$ cat config.mk
export PLATFORM = sky130hd
export DESIGN_NAME = shuffled_minimal_standard_rng
export DESIGN_NICKNAME = d
export VERILOG_FILES = /design/src/rtl/smsr_pkg.sv /design/src/rtl/smsr_ram.sv /design/src/rtl/smsr_lehmer.sv /design/src/rtl/smsr_index.sv /design/src/rtl/shuffled_minimal_standard_rng.sv
export SDC_FILE = /design/constraint.sdc
export NUM_CORES = 2
export LEC_CHECK = 0
export BUFFER_PORTS_ARGS = -buffer_cell sky130_fd_sc_hd__buf_2
export CORE_ASPECT_RATIO = 0.6
export CORE_MARGIN = 2
export CORE_UTILIZATION = 59
export CTS_BUF_LIST = sky130_fd_sc_hd__clkbuf_8
export DETAILED_ROUTE_END_ITERATION = 10
export MAX_ROUTING_LAYER = met4
export PLACE_DENSITY = 0.78
export SYNTH_ARGS = -nofsm -noshare
export SYNTH_HDL_FRONTEND = slang
export SYNTH_SLANG_ARGS = --single-unit
$ cat constraint.sdc
create_clock -name clk -period 6.41 [get_ports clk]
set_clock_uncertainty 0.05 [all_clocks]
set_input_delay 0.3205 -clock clk [delete_from_list [all_inputs] [get_ports clk]]
set_output_delay 0.3205 -clock clk [all_outputs]
set_load 0.005 [all_outputs]
$ cat src/rtl/smsr_pkg.sv
`timescale 1ns / 1ps
// ----------------------------------------------------------------------------
// smsr_pkg
// Shared constants and types for the shuffled minimal standard generator.
// ----------------------------------------------------------------------------
package smsr_pkg;

  localparam int VALUE_W = 31;

  localparam logic [14:0]        LEHMER_MUL = 15'd16807;
  localparam logic [VALUE_W-1:0] LEHMER_MOD = 31'h7FFF_FFFF;

  // warm-up steps run ahead of the table fill
  localparam int WARMUP_STEPS = 8;

  typedef enum logic [2:0] {
    S_IDLE,
    S_IDX,
    S_INIT_MUL,
    S_INIT_FOLD,
    S_INIT_IDX,
    S_DRAW,
    S_WAIT
  } state_t;

endpackage

$ cat src/rtl/smsr_ram.sv
`timescale 1ns / 1ps
// ----------------------------------------------------------------------------
// smsr_ram
// Generic simple dual-port RAM, one write port, one registered read port.
// ----------------------------------------------------------------------------
module smsr_ram #(
  parameter int WIDTH = 31,
  parameter int DEPTH = 32
) (
  input  logic                     clk,
  input  logic                     we,
  input  logic [$clog2(DEPTH)-1:0] waddr,
  input  logic [WIDTH-1:0]         wdata,
  input  logic                     re,
  input  logic [$clog2(DEPTH)-1:0] raddr,
  output logic [WIDTH-1:0]         rdata
);

  logic [WIDTH-1:0] mem [DEPTH];

  always_ff @(posedge clk) begin
    if (we) begin
      mem[waddr] <= wdata;
    end
    if (re) begin
      rdata <= mem[raddr];
    end
  end

endmodule

$ cat src/rtl/smsr_lehmer.sv
`timescale 1ns / 1ps
// ----------------------------------------------------------------------------
// smsr_lehmer
// Lehmer step x * 16807 mod (2^31 - 1): registered product, then a
// Mersenne fold with one conditional subtract.
// ----------------------------------------------------------------------------
module smsr_lehmer (
  input  logic                        clk,
  input  logic [smsr_pkg::VALUE_W-1:0] x,
  output logic [smsr_pkg::VALUE_W-1:0] x_next
);

  localparam int PW = smsr_pkg::VALUE_W + 15;

  logic [PW-1:0] prod;
  logic [31:0]   sum;

  always_ff @(posedge clk) begin
    prod <= PW'(x) * PW'(smsr_pkg::LEHMER_MUL);
  end

  always_comb begin
    sum = 32'(prod[smsr_pkg::VALUE_W-1:0]) + 32'(prod[PW-1:smsr_pkg::VALUE_W]);
    if (sum >= 32'(smsr_pkg::LEHMER_MOD)) begin
      x_next = smsr_pkg::VALUE_W'(sum - 32'(smsr_pkg::LEHMER_MOD));
    end else begin
      x_next = sum[smsr_pkg::VALUE_W-1:0];
    end
  end

endmodule

$ cat src/rtl/smsr_index.sv
`timescale 1ns / 1ps
// ----------------------------------------------------------------------------
// smsr_index
// Table index from the shuffle output: divide by a constant through a
// registered reciprocal product, one-step correction and clamp.
// ----------------------------------------------------------------------------
module smsr_index #(
  parameter int TABLE_ENTRIES = 32
) (
  input  logic                                clk,
  input  logic [smsr_pkg::VALUE_W-1:0]        value,
  output logic [$clog2(TABLE_ENTRIES)-1:0]    idx
);

  localparam longint DIVISOR = 1 + 2147483646 / TABLE_ENTRIES;
  localparam int     SHIFT   = 40;
  localparam longint RECIP   = (64'd1 << SHIFT) / DIVISOR;
  localparam int     RW      = $clog2(RECIP + 1);
  localparam int     PW      = smsr_pkg::VALUE_W + RW;
  localparam int     QW      = $clog2(TABLE_ENTRIES) + 2;
  localparam int     AW      = $clog2(TABLE_ENTRIES);

  logic [PW-1:0]                 prod;
  logic [smsr_pkg::VALUE_W-1:0]  value_q;
  logic [QW-1:0]                 q_est;
  logic [QW-1:0]                 q;
  logic [31:0]                   qd;
  logic [31:0]                   rem;

  always_ff @(posedge clk) begin
    prod    <= PW'(value) * PW'(RECIP);
    value_q <= value;
  end

  // estimate is exact or one low
  always_comb begin
    q_est = QW'(prod >> SHIFT);
    qd    = 32'(q_est) * 32'(DIVISOR);
    rem   = 32'(value_q) - qd;
    q     = (rem >= 32'(DIVISOR)) ? q_est + QW'(1) : q_est;
    if (q >= QW'(TABLE_ENTRIES)) begin
      idx = AW'(TABLE_ENTRIES - 1);
    end else begin
      idx = q[AW-1:0];
    end
  end

endmodule

$ cat src/rtl/shuffled_minimal_standard_rng.sv
`timescale 1ns / 1ps
// ----------------------------------------------------------------------------
// shuffled_minimal_standard_rng
// Lehmer generator (16807 mod 2^31-1) behind a Bays-Durham shuffle table.
//
//   channel  handshake              payload
//   cfg      cfg_valid / cfg_ready  seed
//   in       in_valid / in_stall    restart
//   out      out_valid / out_stall  value
//
// A draw reads the table alongside the Lehmer product, then does write-back
// and result; the next index comes out of the divide stage in S_IDX after
// the result load and is used by a transaction accepted there, else held.
// Initialization (first transaction after reset, or restart) runs the
// warm-up and table-fill steps on the serial Lehmer unit, then S_INIT_IDX.
// Reset is synchronous; the table needs no clearing pass.
// A stalled output holds the result; one more transaction can be taken
// meanwhile and, after its table write-back, waits for the output register.
// ----------------------------------------------------------------------------
module shuffled_minimal_standard_rng #(
  parameter int TABLE_ENTRIES = 32
) (
  input  logic                        clk,
  input  logic                        rst,
  input  logic                        cfg_valid,
  output logic                        cfg_ready,
  input  logic [smsr_pkg::VALUE_W-1:0] seed,
  input  logic                        in_valid,
  output logic                        in_stall,
  input  logic                        restart,
  output logic                        out_valid,
  input  logic                        out_stall,
  output logic [smsr_pkg::VALUE_W-1:0] value
);

  localparam int VW        = smsr_pkg::VALUE_W;
  localparam int AW        = $clog2(TABLE_ENTRIES);
  localparam int INIT_LAST = TABLE_ENTRIES + smsr_pkg::WARMUP_STEPS - 1;
  localparam int PSW       = $clog2(INIT_LAST + 1);

  smsr_pkg::state_t state, state_next;

  logic [VW-1:0]  seed_q;
  logic [VW-1:0]  seed_fix;
  logic [VW-1:0]  gen, gen_next;
  logic [VW-1:0]  sout, sout_next;
  logic [PSW-1:0] pos, pos_next;
  logic [AW-1:0]  idx, idx_next;
  logic [AW-1:0]  idx_calc;
  logic [VW-1:0]  lehm_next;
  logic           out_load;
  logic           out_free;
  logic           in_accept;

  logic           ram_we;
  logic [AW-1:0]  ram_waddr;
  logic [VW-1:0]  ram_wdata;
  logic           ram_re;
  logic [AW-1:0]  ram_raddr;
  logic [VW-1:0]  ram_rdata;

  smsr_ram #(
    .WIDTH(VW),
    .DEPTH(TABLE_ENTRIES)
  ) u_table (
    .clk  (clk),
    .we   (ram_we),
    .waddr(ram_waddr),
    .wdata(ram_wdata),
    .re   (ram_re),
    .raddr(ram_raddr),
    .rdata(ram_rdata)
  );

  smsr_lehmer u_lehmer (
    .clk   (clk),
    .x     (gen),
    .x_next(lehm_next)
  );

  smsr_index #(
    .TABLE_ENTRIES(TABLE_ENTRIES)
  ) u_index (
    .clk  (clk),
    .value(sout_next),
    .idx  (idx_calc)
  );

  assign cfg_ready = 1'b1;
  assign seed_fix  = (seed_q == '0 || seed_q == smsr_pkg::LEHMER_MOD) ? VW'(1) : seed_q;
  assign out_free  = !out_valid || !out_stall;
  assign in_stall  = rst || !(state == smsr_pkg::S_IDLE || state == smsr_pkg::S_IDX);
  assign in_accept = in_valid && !in_stall;

  always_ff @(posedge clk) begin
    if (rst) begin
      state     <= smsr_pkg::S_IDLE;
      seed_q    <= VW'(1);
      gen       <= '0;
      sout      <= '0;
      pos       <= '0;
      out_valid <= 1'b0;
    end else begin
      state <= state_next;
      gen   <= gen_next;
      sout  <= sout_next;
      pos   <= pos_next;
      if (cfg_valid && cfg_ready) begin
        seed_q <= seed;
      end
      if (out_load) begin
        out_valid <= 1'b1;
      end else if (!out_stall) begin
        out_valid <= 1'b0;
      end
    end
  end

  always_ff @(posedge clk) begin
    idx <= idx_next;
    if (out_load) begin
      value <= sout_next;
    end
  end

  always_comb begin
    state_next = state;
    gen_next   = gen;
    sout_next  = sout;
    pos_next   = pos;
    idx_next   = idx;
    out_load   = 1'b0;
    ram_we     = 1'b0;
    ram_waddr  = idx;
    ram_wdata  = lehm_next;
    ram_re     = 1'b0;
    ram_raddr  = idx;
    case (state)
      smsr_pkg::S_IDLE, smsr_pkg::S_IDX: begin
        if (state == smsr_pkg::S_IDX) begin
          idx_next  = idx_calc;
          ram_raddr = idx_calc;
        end
        state_next = smsr_pkg::S_IDLE;
        if (in_accept) begin
          if (restart || sout == '0) begin
            gen_next   = seed_fix;
            pos_next   = PSW'(INIT_LAST);
            state_next = smsr_pkg::S_INIT_MUL;
          end else begin
            ram_re     = 1'b1;
            state_next = smsr_pkg::S_DRAW;
          end
        end
      end
      smsr_pkg::S_INIT_MUL: begin
        state_next = smsr_pkg::S_INIT_FOLD;
      end
      smsr_pkg::S_INIT_FOLD: begin
        gen_next = lehm_next;
        if (pos < PSW'(TABLE_ENTRIES)) begin
          ram_we    = 1'b1;
          ram_waddr = pos[AW-1:0];
        end
        if (pos == '0) begin
          sout_next  = lehm_next;
          state_next = smsr_pkg::S_INIT_IDX;
        end else begin
          pos_next   = pos - PSW'(1);
          state_next = smsr_pkg::S_INIT_MUL;
        end
      end
      smsr_pkg::S_INIT_IDX: begin
        idx_next   = idx_calc;
        ram_raddr  = idx_calc;
        ram_re     = 1'b1;
        state_next = smsr_pkg::S_DRAW;
      end
      smsr_pkg::S_DRAW: begin
        gen_next  = lehm_next;
        ram_we    = 1'b1;
        sout_next = ram_rdata;
        if (out_free) begin
          out_load   = 1'b1;
          state_next = smsr_pkg::S_IDX;
        end else begin
          state_next = smsr_pkg::S_WAIT;
        end
      end
      smsr_pkg::S_WAIT: begin
        if (out_free) begin
          out_load   = 1'b1;
          state_next = smsr_pkg::S_IDX;
        end
      end
      default: begin
        state_next = smsr_pkg::S_IDLE;
      end
    endcase
  end

endmodule

==> impl_results.md <==
- Final total negative setup slack: 0 ps
- Power density over the cells: about 360 nW/um^2
- Row count: 87
- Initial core utilization: 59.4%
- Syn Nets: about 4,100
- Width of the die: about 400 um
- CP bufs+invs: 7
- Final Instance Count excl. Fillers: about 5,400
- DIE AREA: a little under 100,000 um^2
- Crit path capture type: flop
- WL met1: 65,100 um
- Fraction of layout cells with a size suffix above 1: 18.9%
- WL final: about 160,000 um
- Yosys warning total: 0
- Crit-path max cell delay: 540 ps
- Max Root-Sink Buffers: 3
- First-pass GRT wire length: about 230,000 um
- CTS sink cnt: roughly 1,200
- Hold Fails Final Rpt: 0
- Max_cap viols: 0
- Vias: about 35,000
- Gr ovfl total: 0
- DR top layer: met4
- Register area share after synthesis: a little over three fifths
- DR WL met3: 27,100 um
- Final worst-path cycle share: 97.4%
- CTS tree: built
- Critical Path Slowest Stage Cell: fa_1
- Worst-skew pair later-pin latency: 890 ps
- Met2 wire length: roughly 62,000 um
- Avg Cell Area, Syn: about 15 um^2
- Synth cell count leaders: edfxtp_1, nand2_1, inv_1
- Netlist cell types: 80
- Crit path arrival time: 6990 ps
- Crit path max fanout: 5
- Async set or reset register ratio after synthesis: 0%
- Final GP Congestion: 1.04
- Drt first pass iters: 6
- Worst-path cell chain: inv_1 > fa_1 > inv_1 > ha_1 > inv_1 > fa_1 > inv_1 > ha_1 > fa_1 > inv_1 > fa_1 > inv_1 > ha_1 > nand4_1 > nor2_1 > a221oi_1 > o311ai_2 > buf_4 > a21oi_1 > a21oi_2 > a31oi_1 > or3_1 > a311oi_2 > and2_1
- Combinational share of power: 27.7%
- Max-slew headroom: 5.59%
- Peak supply drop: between 200 and 250 uV
- Post-Syn Area: around 56,000 um^2
- Sw Share: about a third
- Routed len/inst: 29.1 um
- Syn Inst Count: approximately 3,800
- Area Growth Syn to Fin: 12.6%
- Crit path kind: reg2reg
- Final nets: around 4,400
- P_sw: roughly 7.5 mW
- H-tree Lvls: 4
- Number of buffers created by CTS: 167
- Crit path top cell by count: inv_1
- Hold crit path type: in2reg
- Core Region: roughly 94,000 um^2
- Largest cells by area after synthesis: edfxtp_1, mux4_2, dfxtp_1, fa_1, ha_1
- Final Max Tran Viols: 0
- Die Y: approximately 240 um
- Initial antenna violation count: 2
- Top delay family on crit path: adder cells
- Post-synth top flop: edfxtp_1
- Max Clk Rate: roughly 160 MHz
- Pint: about 15 mW
- GRT Overall Usage: roughly 34%
- IO Port Bufs: 69
- DR DRC count: 0
- Fill cell count: ~6,200
- Sequential share of power: between 40% and 50%
- Outcome: finished clean
- EDFF count, synth: 1,054
- Worst-margin pin slew: 1400 ps
- Synth top area share: about 57%
- Clock network power share: around a quarter
- Clk slew on worst S/H paths: 70 ps
- Synth area leader: edfxtp_1
- Final Util: around two thirds
- CP Data Required Time: 7150 ps
- Setup crit start kind: flop
- Place WS: -81.1 ps
- Vias in the first global route: 34,200
- Vias per cell: roughly 6.5
- Most frequent cell after synthesis: edfxtp_1
- HPWL after DPL: 103,000 um
- Clock root buffer: clkbuf_8
- Placed insts: 5,056
- Leakage: 23.5 nW
- FF+latch count, synth: 1,213
- I/O Pins: between 70 and 80
- Antenna Nets Post-Route: 0
- Largest net degree at the start of global routing: roughly 120
- DR iter-0 viols: around 5,100
- Final setup viols: 0
- Tmin final: ~6200 ps
- Worst Setup Slack, final: ~170 ps
[logic make-up after synthesis]
logic type	Yosys count	share of synthesized area, %
mux	289	10.8
xor+xnor	79	1.25
other cells	1	0.00675
fa+ha+maj	338	9.42
simple gates	929	7.66
flops	1213	62.7
buf+inv	490	3.35
compound gates	412	4.83
[placed cells by master (no fill, tap or decap), types with 12 or more instances in the layout]
cell type,Yosys,routed
a211oi_1,22,20
a21o_1,20,20
a21oi_1,105,101
a22oi_1,17,17
a31oi_1,20,16
and3_1,36,36
buf_2,12,68
buf_4,2,150
clkbuf_8,0,174
clkinv_1,0,46
clkinv_2,0,21
dfxtp_1,159,157
dlygate4sd3_1,0,65
edfxtp_1,1054,1054
fa_1,134,134
ha_1,204,203
inv_1,321,371
mux2i_1,38,34
mux4_2,248,248
nand2_1,369,369
nand2b_1,12,12
nand3_1,197,197
nand4_1,30,30
nor2_1,162,116
nor2_2,0,14
nor2_4,0,32
nor2b_1,13,13
nor3_1,37,36
nor4_1,24,24
o21ai_0,90,87
o22ai_1,18,18
xnor2_1,53,49
xor2_1,26,26
[repair_timing]
item | 4_1_cts | 5_1_grt
gates resized for setup | 2 | 11
endpoints found under the hold margin | 53 | 0
pin swaps | 0 | 6
buffers inserted | 0 | 2
endpoints found under the setup margin | 2 | 6
hold buffers | 65 | 0
[power groups by stage]
stage	Clock, mW	Combinational [mW]	Sequential (mW)
floorplan	0	3.65	10.3
global placement	0	5.84	10.4
detailed placement	0	5.96	10.4
CTS	5.98	6.04	10.2
global route	6.31	6.69	10.3
finish	5.94	6.21	10.2
[tightest hold or removal path, stage by stage]
cell	delay, ps
dlygate4sd3_1	530
buf_2	100
a211o_1	100
[sequential cells by signal, indices dropped and copies added (netlist names)]
name / count
u_index.prod: 5
state: 3
seed_q: 31
pos: 6
gen: 31
idx: 5
out_valid: 1
u_table.rdata: 31
value: 31
u_lehmer.prod: 46
u_table.mem: 992
sout: 31
[metal layers]
layer  up-vias  track usage (%)
met2      2777             42.1
met3       277             13.9
met5         -                -
met1     17600             51.3
li1      14700                -
met4         0             9.98
[through the flow]
stage | total power, mW | hold WS (ps) | area [um^2]
finish | 22.4 | 170 | 62600
global route | 23.2 | 164 | 62500
CTS | 22.2 | 107 | 62500
detailed placement | 16.3 | 477 | 58600
global placement | 16.2 | 473 | 58600
floorplan | 13.9 | 387 | 55600
[worst paths after layout]
| path | start | endpoint | slack [ps] | cells after the start |
|---|---|---|---|---|
| worst min register to register | gen[0] | u_lehmer.prod[1] | 490 | 1 |
| worst max register to register | gen[8] | u_lehmer.prod[45] | 170 | 24 |
| worst min-delay path | seed[0] | seed_q[0] | 170 | 3 |
| worst max-delay path | gen[8] | u_lehmer.prod[45] | 170 | 24 |
[final cells by class]
cell class,count,area [um^2],share of cell area [%]
sequential,1213,34800,55.7
tap,1246,1560,2.49
timing repair buffer,293,2320,3.70
antenna,4,10.0,0.0160
multi-input combinational,2048,19300,30.9
inverter,323,1210,1.94
clock inverter,138,868,1.39
clock buffer,174,2390,3.83
Power figures use the tool's default switching activity.
